<file path="config.mk">
export PLATFORM = sky130hd
export DESIGN_NAME = phfi_ctrl
export DESIGN_NICKNAME = d
export VERILOG_FILES = /design/src/phfi_pkg.sv /design/src/phfi_ctrl.sv
export SDC_FILE = /design/constraint.sdc
export NUM_CORES = 1
export LEC_CHECK = 0
export BUFFER_PORTS_ARGS = -buffer_cell sky130_fd_sc_hd__buf_2
export CAP_MARGIN = 15
export CORE_ASPECT_RATIO = 1.75
export CORE_UTILIZATION = 52
export DETAILED_ROUTE_END_ITERATION = 6
export PLACE_DENSITY = 0.86
export SLEW_MARGIN = 10
export SYNTH_ARGS = -nofsm -noshare
export SYNTH_HDL_FRONTEND = slang
export SYNTH_SLANG_ARGS = --single-unit
</file>
<file path="constraint.sdc">
create_clock -name clk -period 2.8 [get_ports clk]
set_clock_uncertainty 0.1 [all_clocks]
set_input_delay 0.7 -clock clk [delete_from_list [all_inputs] [get_ports clk]]
set_output_delay 0.7 -clock clk [all_outputs]
set_load 0.03 [all_outputs]
</file>
<file path="src/phfi_pkg.sv">
// ----------------------------------------------------------------------------
// phfi_pkg: shared types and constants for the pair hash find-or-insert block
// Hash constants, table geometry, datapath operation codes, the hash and
// remix micro-programs, and the command and status words between controller
// and datapath.
// ----------------------------------------------------------------------------
package phfi_pkg;

  localparam logic [63:0] MURMUR_MUL   = 64'hc6a4a7935bd1e995;
  localparam int          MURMUR_SHIFT = 47;
  localparam logic [63:0] PAIR_SEED    = 64'h000000005bd1e995;
  localparam logic [63:0] HASH_INIT    = PAIR_SEED ^ {MURMUR_MUL[59:0], 4'b0000};
  localparam logic [31:0] MUL_LO       = MURMUR_MUL[31:0];
  localparam logic [31:0] MUL_HI       = MURMUR_MUL[63:32];

  localparam int TABLE_DEPTH = 1024;
  localparam int IDXW        = $clog2(TABLE_DEPTH);
  localparam int CNTW        = $clog2(TABLE_DEPTH + 1);

  typedef enum logic [3:0] {
    OP_NONE,
    OP_LOAD_A,
    OP_LOAD_B,
    OP_LOAD_OFF,
    OP_MUL,
    OP_XSH,
    OP_XORH,
    OP_SAVEH,
    OP_R1,
    OP_R2,
    OP_R3,
    OP_R4,
    OP_R5,
    OP_R6,
    OP_R7
  } op_t;

  typedef enum logic [1:0] {
    RES_INSERT,
    RES_FOUND,
    RES_FULL
  } res_kind_t;

  typedef struct packed {
    logic      load_in;
    op_t       op;
    logic      mul_start;
    logic      mod_start;
    logic      rd_issue;
    logic      slot_adv;
    logic      wr_ins;
    logic      res_load;
    res_kind_t res_kind;
    logic      clr_en;
  } ctrl_cmd_t;

  typedef struct packed {
    logic mul_done;
    logic mod_done;
    logic slot_empty;
    logic slot_match;
    logic out_busy;
    logic clr_last;
  } dp_stat_t;

  function automatic op_t prog_op(input logic remix, input logic [3:0] step);
    op_t o;
    o = OP_NONE;
    if (remix) begin
      case (step)
        4'd0: o = OP_LOAD_OFF;
        4'd1: o = OP_R1;
        4'd2: o = OP_R2;
        4'd3: o = OP_R3;
        4'd4: o = OP_R4;
        4'd5: o = OP_R5;
        4'd6: o = OP_R6;
        4'd7: o = OP_R7;
        default: o = OP_NONE;
      endcase
    end else begin
      case (step)
        4'd0:  o = OP_LOAD_A;
        4'd1:  o = OP_MUL;
        4'd2:  o = OP_XSH;
        4'd3:  o = OP_MUL;
        4'd4:  o = OP_XORH;
        4'd5:  o = OP_MUL;
        4'd6:  o = OP_SAVEH;
        4'd7:  o = OP_LOAD_B;
        4'd8:  o = OP_MUL;
        4'd9:  o = OP_XSH;
        4'd10: o = OP_MUL;
        4'd11: o = OP_XORH;
        4'd12: o = OP_MUL;
        4'd13: o = OP_XSH;
        4'd14: o = OP_MUL;
        4'd15: o = OP_XSH;
        default: o = OP_NONE;
      endcase
    end
    return o;
  endfunction

  function automatic logic prog_last(input logic remix, input logic [3:0] step);
    return remix ? (step == 4'd7) : (step == 4'd15);
  endfunction

endpackage

</file>
<file path="src/phfi_ctrl.sv">
// ----------------------------------------------------------------------------
// phfi_ctrl: sequencer for the pair hash find-or-insert block
// Steps through clearing, hashing, reduction, probing and remixing, and
// hands each result to the output register.
// ----------------------------------------------------------------------------
module phfi_ctrl #(
  parameter int LINE_SLOTS  = 8,
  parameter int PROBE_LINES = 10
) (
  input  logic                clk,
  input  logic                rst,
  input  logic                in_valid,
  output logic                in_ready,
  input  phfi_pkg::dp_stat_t  stat,
  output phfi_pkg::ctrl_cmd_t cmd
);

  localparam int SW = $clog2(LINE_SLOTS + 1);
  localparam int LW = $clog2(PROBE_LINES + 1);

  typedef enum logic [9:0] {
    S_CLEAR = 10'b0000000001,
    S_IDLE  = 10'b0000000010,
    S_EXEC  = 10'b0000000100,
    S_MULW  = 10'b0000001000,
    S_MOD   = 10'b0000010000,
    S_MODW  = 10'b0000100000,
    S_RD    = 10'b0001000000,
    S_CMP   = 10'b0010000000,
    S_OUT   = 10'b0100000000,
    S_HOLD  = 10'b1000000000
  } state_t;

  state_t              state;
  state_t              state_next;
  logic [3:0]          step;
  logic [3:0]          step_next;
  logic                remix;
  logic                remix_next;
  logic [SW-1:0]       si;
  logic [SW-1:0]       si_next;
  logic [LW-1:0]       li;
  logic [LW-1:0]       li_next;
  phfi_pkg::res_kind_t kind;
  phfi_pkg::res_kind_t kind_next;
  phfi_pkg::op_t       cur_op;
  logic                cur_last;

  always_comb begin
    cur_op   = phfi_pkg::prog_op(remix, step);
    cur_last = phfi_pkg::prog_last(remix, step);
  end

  always_comb begin
    state_next   = state;
    step_next    = step;
    remix_next   = remix;
    si_next      = si;
    li_next      = li;
    kind_next    = kind;
    cmd          = '0;
    cmd.op       = phfi_pkg::OP_NONE;
    cmd.res_kind = kind;
    in_ready     = 1'b0;
    case (state)
      S_CLEAR: begin
        cmd.clr_en = 1'b1;
        if (stat.clr_last) begin
          state_next = S_IDLE;
        end
      end
      S_IDLE: begin
        in_ready = 1'b1;
        if (in_valid) begin
          cmd.load_in = 1'b1;
          step_next   = 4'd0;
          remix_next  = 1'b0;
          li_next     = '0;
          state_next  = S_EXEC;
        end
      end
      S_EXEC: begin
        if (cur_op == phfi_pkg::OP_MUL) begin
          cmd.mul_start = 1'b1;
          state_next    = S_MULW;
        end else begin
          cmd.op = cur_op;
          if (cur_last) begin
            state_next = S_MOD;
          end else begin
            step_next = step + 4'd1;
          end
        end
      end
      S_MULW: begin
        if (stat.mul_done) begin
          if (cur_last) begin
            state_next = S_MOD;
          end else begin
            step_next  = step + 4'd1;
            state_next = S_EXEC;
          end
        end
      end
      S_MOD: begin
        cmd.mod_start = 1'b1;
        state_next    = S_MODW;
      end
      S_MODW: begin
        if (stat.mod_done) begin
          si_next    = '0;
          state_next = S_RD;
        end
      end
      S_RD: begin
        cmd.rd_issue = 1'b1;
        state_next   = S_CMP;
      end
      S_CMP: begin
        if (stat.slot_empty) begin
          cmd.wr_ins = 1'b1;
          kind_next  = phfi_pkg::RES_INSERT;
          state_next = S_OUT;
        end else if (stat.slot_match) begin
          kind_next  = phfi_pkg::RES_FOUND;
          state_next = S_OUT;
        end else if (si == SW'(LINE_SLOTS - 1)) begin
          if (li == LW'(PROBE_LINES - 1)) begin
            kind_next  = phfi_pkg::RES_FULL;
            state_next = S_OUT;
          end else begin
            li_next    = li + 1'b1;
            remix_next = 1'b1;
            step_next  = 4'd0;
            state_next = S_EXEC;
          end
        end else begin
          si_next      = si + 1'b1;
          cmd.slot_adv = 1'b1;
          state_next   = S_RD;
        end
      end
      S_OUT: begin
        state_next = S_HOLD;
      end
      S_HOLD: begin
        if (!stat.out_busy) begin
          cmd.res_load = 1'b1;
          state_next   = S_IDLE;
        end
      end
      default: state_next = S_CLEAR;
    endcase
  end

  always_ff @(posedge clk) begin
    if (rst) begin
      state <= S_CLEAR;
      step  <= 4'd0;
      remix <= 1'b0;
      si    <= '0;
      li    <= '0;
      kind  <= phfi_pkg::RES_INSERT;
    end else begin
      state <= state_next;
      step  <= step_next;
      remix <= remix_next;
      si    <= si_next;
      li    <= li_next;
      kind  <= kind_next;
    end
  end

  a_cmp_after_rd: assert property (@(posedge clk) disable iff (rst)
    state == S_CMP |-> $past(state) == S_RD) else $error("compare without read");
  a_mul_single: assert property (@(posedge clk) disable iff (rst)
    cmd.mul_start |=> state == S_MULW) else $error("multiply not awaited");
  a_load_idle: assert property (@(posedge clk) disable iff (rst)
    cmd.load_in |-> state == S_IDLE) else $error("word taken while busy");

endmodule

</file>
==> impl_metrics.csv, run 1 <==
group,metric,value,unit
clock_tree,h-tree-depth,2,
timing,final-hold-violation-count,0,
clock_tree,cts_tree,"built",
routing,drtIter0Drc,45,
timing,setup_viol,0,
yosys,async_flop_share,0,%
routing,routed_wl,5410,µm
floorplanning,num_rows,28,
job,maxCapViolCount,0,
floorplanning,dieHeight,82.5,µm
placed_design,dpl.hpwl,3680,µm
routing,ant_nets,0,
yosys,syn_avg_cell_area,8.38,µm²
timing,min_period,2.80,ns
finish,final_common_cell,"buf_4",
power_and_ir_drop,finalPower,0.00118,W
timing,fmax,0.358,GHz
worst_setup_path,slowest_stage,"or4b_1",
finish,syn_to_final_growth,34.0,%
worst_setup_path,cp_num_buf_inv,3,
finish,num_antenna_cells,0,
grt,grt_max_degree,30,
worst_setup_path,crit_required,2.87,ns
clock_tree,cts_buffer_depth,2,
grt,grt_pass1_vias,1916,
clock_tree,cts_made_buffers,5,
timing,rsz0062_at_grt,"yes",
yosys,ys_types,62,
outcome,status,"finished clean",
timing,worst_slack,0.00447,ns
placed_design,place_ws,-0.135,ns
power_and_ir_drop,leakagePower,1.13,nW
grt,grt_use_total,28.2,%
clock_tree,clk_latency,0.29,ns
worst_setup_path,crit_type,"reg -> reg",
yosys,synth.ff_latch_count,32,
timing,period_share,99.8,%
yosys,synth_edf_count,0,
placed_design,gp_congestion,0.817,
clock_tree,clkSlewWorstSetupHoldPaths,0.06,ns
yosys,syn_inst,230,
routing,vias,2003,
yosys,ys_warn_count,0,
worst_setup_path,cp.arrival,2.87,ns
worst_setup_path,start_kind,"flop",
worst_setup_path,critical-path-top-delay-family,"simple AND/OR/NAND/NOR gates",
floorplanning,core_area,3470,µm²
clock_tree,clock-sinks,32,
timing,setup_tns,0,ns
worst_hold_path,hold_class,"reg -> reg",
grt,overflow,0,
worst_setup_path,slowest_delay,0.54,ns
floorplanning,initial_core_util,55.6,%
routing,vias_per_cell,5.87,
timing,worst_pin_slew,0.557,ns
finish,layout.nets,315,
grt,grt_pass1_wl,7920,µm
placed_design,io_buffers,23,
yosys,seq_area_frac_synth,33.2,%
timing,slew_viol_final,0,
finish,final_layout_size_suffix_gt1_share,36.5,%
timing,slew_headroom,62.9,%
finish,final_cell_mix,"buf_4, dfxtp_1, nor2_1",
worst_setup_path,path_max_fanout,6,
power_and_ir_drop,peakVddDrop,339,µV
floorplanning,io_pins,24,
routing,drt_first_pass_iters,5,
power_and_ir_drop,p_per_area,457,nW/µm²
routing,wl_per_cell,15.9,µm
grt,antenna_found_initial,0,
floorplanning,dieArea,3960,µm²
yosys,syn_area,1930,µm²
worst_setup_path,crit_path_end_kind,"flop",
yosys,synth_flop_cell,"dfxtp_1",
yosys,synthesis.nets,249,
routing,route.detailed.drc,0,
timing,timing.hold.ws,0.393,ns
worst_setup_path,crit_chain,"inv_2 -> ha_4 -> and3b_1 -> nor4_2 -> buf_4 -> o22ai_4 -> or4b_1 -> a221o_2 -> inv_4 -> a21oi_2 -> a221o_1",
floorplanning,fp.dieW,48.0,µm
clock_tree,cts_root_buf,"clkbuf_8",
[cells in the mapped netlist, drive strengths merged (2+ instances only)]
cell     n  area share, %
mux2i    4            2.1
nand4b   2           0.91
a21oi   19            5.1
clkbuf   3           0.58
nand2   14            2.7
nor4     5            3.1
o21ai    7            1.8
buf      7            2.9
nand3   10            2.6
xor2     4            1.8
dfxtp   32             33
and2     2           0.65
a21o     2           0.84
and3     6            2.3
or2      2           0.65
nor4b    2           0.91
nor3    17            4.9
nor3b    3            1.2
o41ai    2           0.91
ha      10            6.5
nand3b   4            1.6
nand2b   2           0.65
inv      7            1.4
a211oi   2           0.78
nand4    3            1.3
nor2    27            5.3
o31ai    2           0.78
nor2b    7            2.3
a221o    3            1.6
o21a     3            1.2
[cells by family (layout without fill, tap and decap cells)]
group                    Yosys count  after routing  synth area share [%]
XOR/XNOR                           5              5                  2.27
multiplexers                       4              4                  2.08
buffers and inverters             18             84                  5.06
AO/OA/AOI/OAI                     50             50                  17.5
flip-flops                        32             32                  33.2
adder cells (fa/ha/maj)           10             10                  6.49
AND/OR/NAND/NOR                  111            111                  33.4
[worst paths after layout]
path | from | endpoint | slack [ns] | cells after the start
max | li[1] | flop | 0.004 | 11
min | si[1] | si[1] | 0.39 | 2
max reg2reg | li[1] | flop | 0.004 | 11
min reg2reg | si[1] | si[1] | 0.39 | 2
[stage by stage]
stage	std cells	cell area [µm²]	util (%)
after floorplan	230	1940	-
after global placement	326	2330	67.3
after detailed placement	326	2330	67.3
after global routing	341	2580	74.5
after CTS	337	2460	70.9
final	341	2580	74.5
[worst reg2reg max path: cells and delay by family (launching register included)]
family	cells	cell delay (ns)
flip-flops	1	0.33
AO/OA/AOI/OAI	4	0.86
AND/OR/NAND/NOR	3	0.96
buffers and inverters	3	0.28
adder cells (fa/ha/maj)	1	0.15
[report_power, final]
group	internal [W]	total [W]	leakage [nW]	switching [W]
clock network	0.000168	0.000326	0.0410	0.000158
logic	0.000156	0.000351	0.828	0.000195
registers	0.000473	0.000505	0.259	0.0000311
total	0.000797	0.00118	1.13	0.000384
[area by class of cell]
type | count | area [µm²]
clock buffers | 6 | 72.6
clock inverters | 1 | 5.00
multi-input cells | 180 | 1310
well taps | 45 | 56.3
inverters | 8 | 32.5
repair buffers | 69 | 465
fillers | 247 | 886
flip-flops and latches | 32 | 643
[layer usage]
metal,wire [µm],vias to the layer above,track usage (%)
met5,0,-,0
met4,246,0,21.9
met3,217,20,8.04
met2,3040,66,48.4
met1,1910,942,25.8
li1,-,975,-
[what timing repair did]
item,CTS,global route
setup buffers,4,4
pin swaps,3,10
endpoints found under the setup margin,3,7
hold buffers,0,0
gates resized for setup,3,22
Note: power is estimated with default switching activity, not from simulation.
==> run 2: changes to the inputs <==
--- a/config.mk
+++ b/config.mk
@@ -5,10 +5,11 @@
 export SDC_FILE = /design/constraint.sdc
 export NUM_CORES = 1
 export LEC_CHECK = 0
+export ABC_AREA = 1
 export BUFFER_PORTS_ARGS = -buffer_cell sky130_fd_sc_hd__buf_2
 export CAP_MARGIN = 15
 export CORE_ASPECT_RATIO = 1.75
-export CORE_UTILIZATION = 52
+export CORE_UTILIZATION = 53
 export DETAILED_ROUTE_END_ITERATION = 6
 export PLACE_DENSITY = 0.86
 export SLEW_MARGIN = 10
==> impl_metrics.csv, run 2 <==
group,metric,value,unit
outcome,status,"finished clean",
yosys,synthesis.nets,338,
floorplanning,initial_core_util,55.0,%
yosys,syn_avg_cell_area,6.67,µm²
routing,ant_nets,0,
grt,grt_use_total,25.0,%
placed_design,place_ws,0.155,ns
routing,vias,2109,
worst_setup_path,path_max_fanout,6,
grt,grt_pass1_vias,1993,
power_and_ir_drop,peakVddDrop,465,µV
timing,fmax,0.374,GHz
worst_setup_path,crit_chain,"nor2_4 -> nand2_2 -> nor3_4 -> inv_2 -> nor3_1 -> buf_2",
finish,layout.nets,366,
worst_setup_path,start_kind,"flop",
timing,setup_tns,0,ns
yosys,synth_flop_cell,"dfxtp_1",
power_and_ir_drop,power.switching,0.000586,W
yosys,syn_inst,319,
timing,rsz0062_at_grt,"no",
timing,worst_pin_slew,0.480,ns
finish,fin_cells,395,
timing,worst_slack,0.127,ns
power_and_ir_drop,finalPower,0.00145,W
yosys,ys_warn_count,0,
finish,final_cell_mix,"nand2_1, inv_1, nor2_1",
placed_design,dp_cells,388,
timing,slew_headroom,68.0,%
power_and_ir_drop,pwr-share-seq,39.0,%
worst_setup_path,crit_required,2.00,ns
placed_design,dpl.hpwl,3850,µm
floorplanning,fp.dieW,49.9,µm
grt,antenna_found_initial,0,
yosys,yosys-top-cells-area,"dfxtp_1, nand2_1, inv_1, nand3_1, nor2_1",
routing,route.detailed.drc,0,
clock_tree,clk_latency,0.28,ns
clock_tree,clkSlewWorstSetupHoldPaths,0.07,ns
yosys,synth.ff_latch_count,32,
clock_tree,clock-sinks,32,
routing,wl_per_cell,12.1,µm
worst_setup_path,reg2reg_depth,17,
placed_design,gp_congestion,0.937,
clock_tree,cts_tree,"built",
power_and_ir_drop,power_frac_comb,37.9,%
yosys,seq_area_frac_synth,30.1,%
clock_tree,cts_root_buf,"clkbuf_8",
worst_setup_path,rrSetupSlack,0.26,ns
finish,final_common_cell,"nand2_1",
clock_tree,cts_setup_buffers,0,
timing,final-hold-violation-count,0,
finish,syn_to_final_growth,12.1,%
worst_setup_path,endpoint,"cmd[5]",
worst_setup_path,crit_path_end_kind,"primary output",
routing,drtIter0Drc,73,
clock_tree,cts_buffer_depth,2,
yosys,yosys.area.top_type,"dfxtp_1",
floorplanning,core_area,3870,µm²
worst_setup_path,cp.depth,6,
yosys,async_flop_share,0,%
yosys,synth_edf_count,0,
yosys,synth_top_cell_area_share,30.1,%
routing,vias_per_cell,5.34,
grt,grt_max_degree,18,
placed_design,io_buffers,23,
yosys,syn_area,2130,µm²
worst_setup_path,critical-path-top-delay-family,"simple AND/OR/NAND/NOR gates",
worst_setup_path,crit_type,"reg -> out",
yosys,yosysMostFrequentCell,"nand2_1",
worst_hold_path,hold_class,"reg -> reg",
power_and_ir_drop,leakagePower,1.19,nW
worst_setup_path,crit_start,"state[9]",
worst_setup_path,slowest_stage,"dfxtp_1",
power_and_ir_drop,p_per_area,606,nW/µm²
clock_tree,cts_made_buffers,5,
worst_setup_path,cp_num_buf_inv,2,
power_and_ir_drop,clockPowerShare,23.0,%
worst_setup_path,cp.arrival,1.87,ns
floorplanning,io_pins,24,
timing,min_period,2.67,ns
floorplanning,dieHeight,85.8,µm
worst_setup_path,worstReg2RegStart,"state[9]",
yosys,ys_types,36,
finish,final_layout_size_suffix_gt1_share,18.4,%
job,maxCapViolCount,0,
power_and_ir_drop,internal_power,0.000860,W
worst_setup_path,slowest_delay,0.36,ns
floorplanning,dieArea,4280,µm²
grt,grt_pass1_wl,8150,µm
clock_tree,h-tree-depth,2,
finish,num_antenna_cells,0,
timing,slew_viol_final,0,
yosys,yosys-top-cells-count,"nand2_1, inv_1, nor2_1, dfxtp_1, nand3_1",
finish,final_core_util,61.7,%
power_and_ir_drop,p_sw_share,40.5,%
grt,overflow,0,
floorplanning,num_rows,30,
routing,drt_first_pass_iters,4,
timing,period_share,95.4,%
timing,setup_viol,0,
routing,routed_wl,4760,µm
==> run 2: cell count changes after synthesis, moves of 10 or more <==
cell,previous run,this run
nand2_1,14,68
inv_1,6,50
nand3_1,10,30
nor2_1,27,38
nor3_1,15,5
==> run 2: timing repair <==
item | 4_1_cts | 5_1_grt
hold buffers | 0 | 0
resized for setup | 0 | 2
endpoints found under the setup margin | 0 | 1
==> run 2: power groups by stage <==
stage | Combinational [W] | Clock [W] | Sequential [W]
after floorplan | 0.000429 | 0 | 0.000562
after global placement | 0.000530 | 0 | 0.000572
after detailed placement | 0.000542 | 0 | 0.000573
after CTS | 0.000544 | 0.000334 | 0.000563
after global routing | 0.000628 | 0.000349 | 0.000573
final | 0.000549 | 0.000333 | 0.000565
==> run 2: worst min path at each step <==
stage | startpoint | end | slack (ns) | cells past startpoint
after CTS | kind[1] | kind[1] | 0.37 | 2
after floorplan | si[1] | si[1] | 0.35 | 2
after global routing | kind[0] | kind[0] | 0.40 | 2
after detailed placement | kind[1] | kind[1] | 0.36 | 2
after global placement | kind[0] | kind[0] | 0.35 | 2
final | kind[1] | kind[1] | 0.37 | 2
==> run 2: logic make-up after synthesis <==
logic type,count (synthesis),synth area share [%]
simple gates,178,42.4
buf+inv,60,10.7
compound gates,38,10.5
flops,32,30.1
fa+ha+maj,10,5.88
xor+xnor,1,0.412
==> run 2: layer usage <==
| layer | vias to the layer above | wire, µm | GRT usage, % |
|---|---|---|---|
| li1 | 1082 | - | - |
| met1 | 967 | 1660 | 21.9 |
| met2 | 46 | 2790 | 49.9 |
| met3 | 14 | 139 | 3.90 |
| met4 | 0 | 174 | 15.8 |
| met5 | - | 0 | 0 |
==> run 2: per-stage QoR <==
step	hold slack, ns	instance area, µm²
6_report	0.367	2380
5_1_grt	0.401	2380
4_1_cts	0.369	2380
3_3_place_gp	0.352	2300
2_1_floorplan	0.348	2130
3_5_place_dp	0.359	2300
==> run 2: layout make-up <==
| cell class | count | area, µm² |
|---|---|---|
| Clock inverter | 1 | 5.00 |
| Sequential cell | 32 | 641 |
| Multi-Input combinational cell | 227 | 1270 |
| Clock buffer | 6 | 72.6 |
| Inverter | 57 | 216 |
| Timing Repair Buffer | 24 | 123 |
| Tap cell | 48 | 60.1 |
| Fill cell | 370 | 1480 |
==> run 2: worst reg2reg max path, stage by stage (launching register included) <==
cell      delay [ns]
dfxtp_1         0.36
nor2_4          0.21
nand2_2         0.14
inv_4           0.11
nand2_4         0.09
nand2_4         0.12
nor2_4          0.07
nor2_8          0.12
nand3_4         0.13
nor2_1          0.18
nand2_1         0.08
o211ai_2        0.12
inv_1           0.12
ha_1            0.21
inv_1           0.05
nand3_1         0.07
nand3_1         0.10
nand2_1         0.05
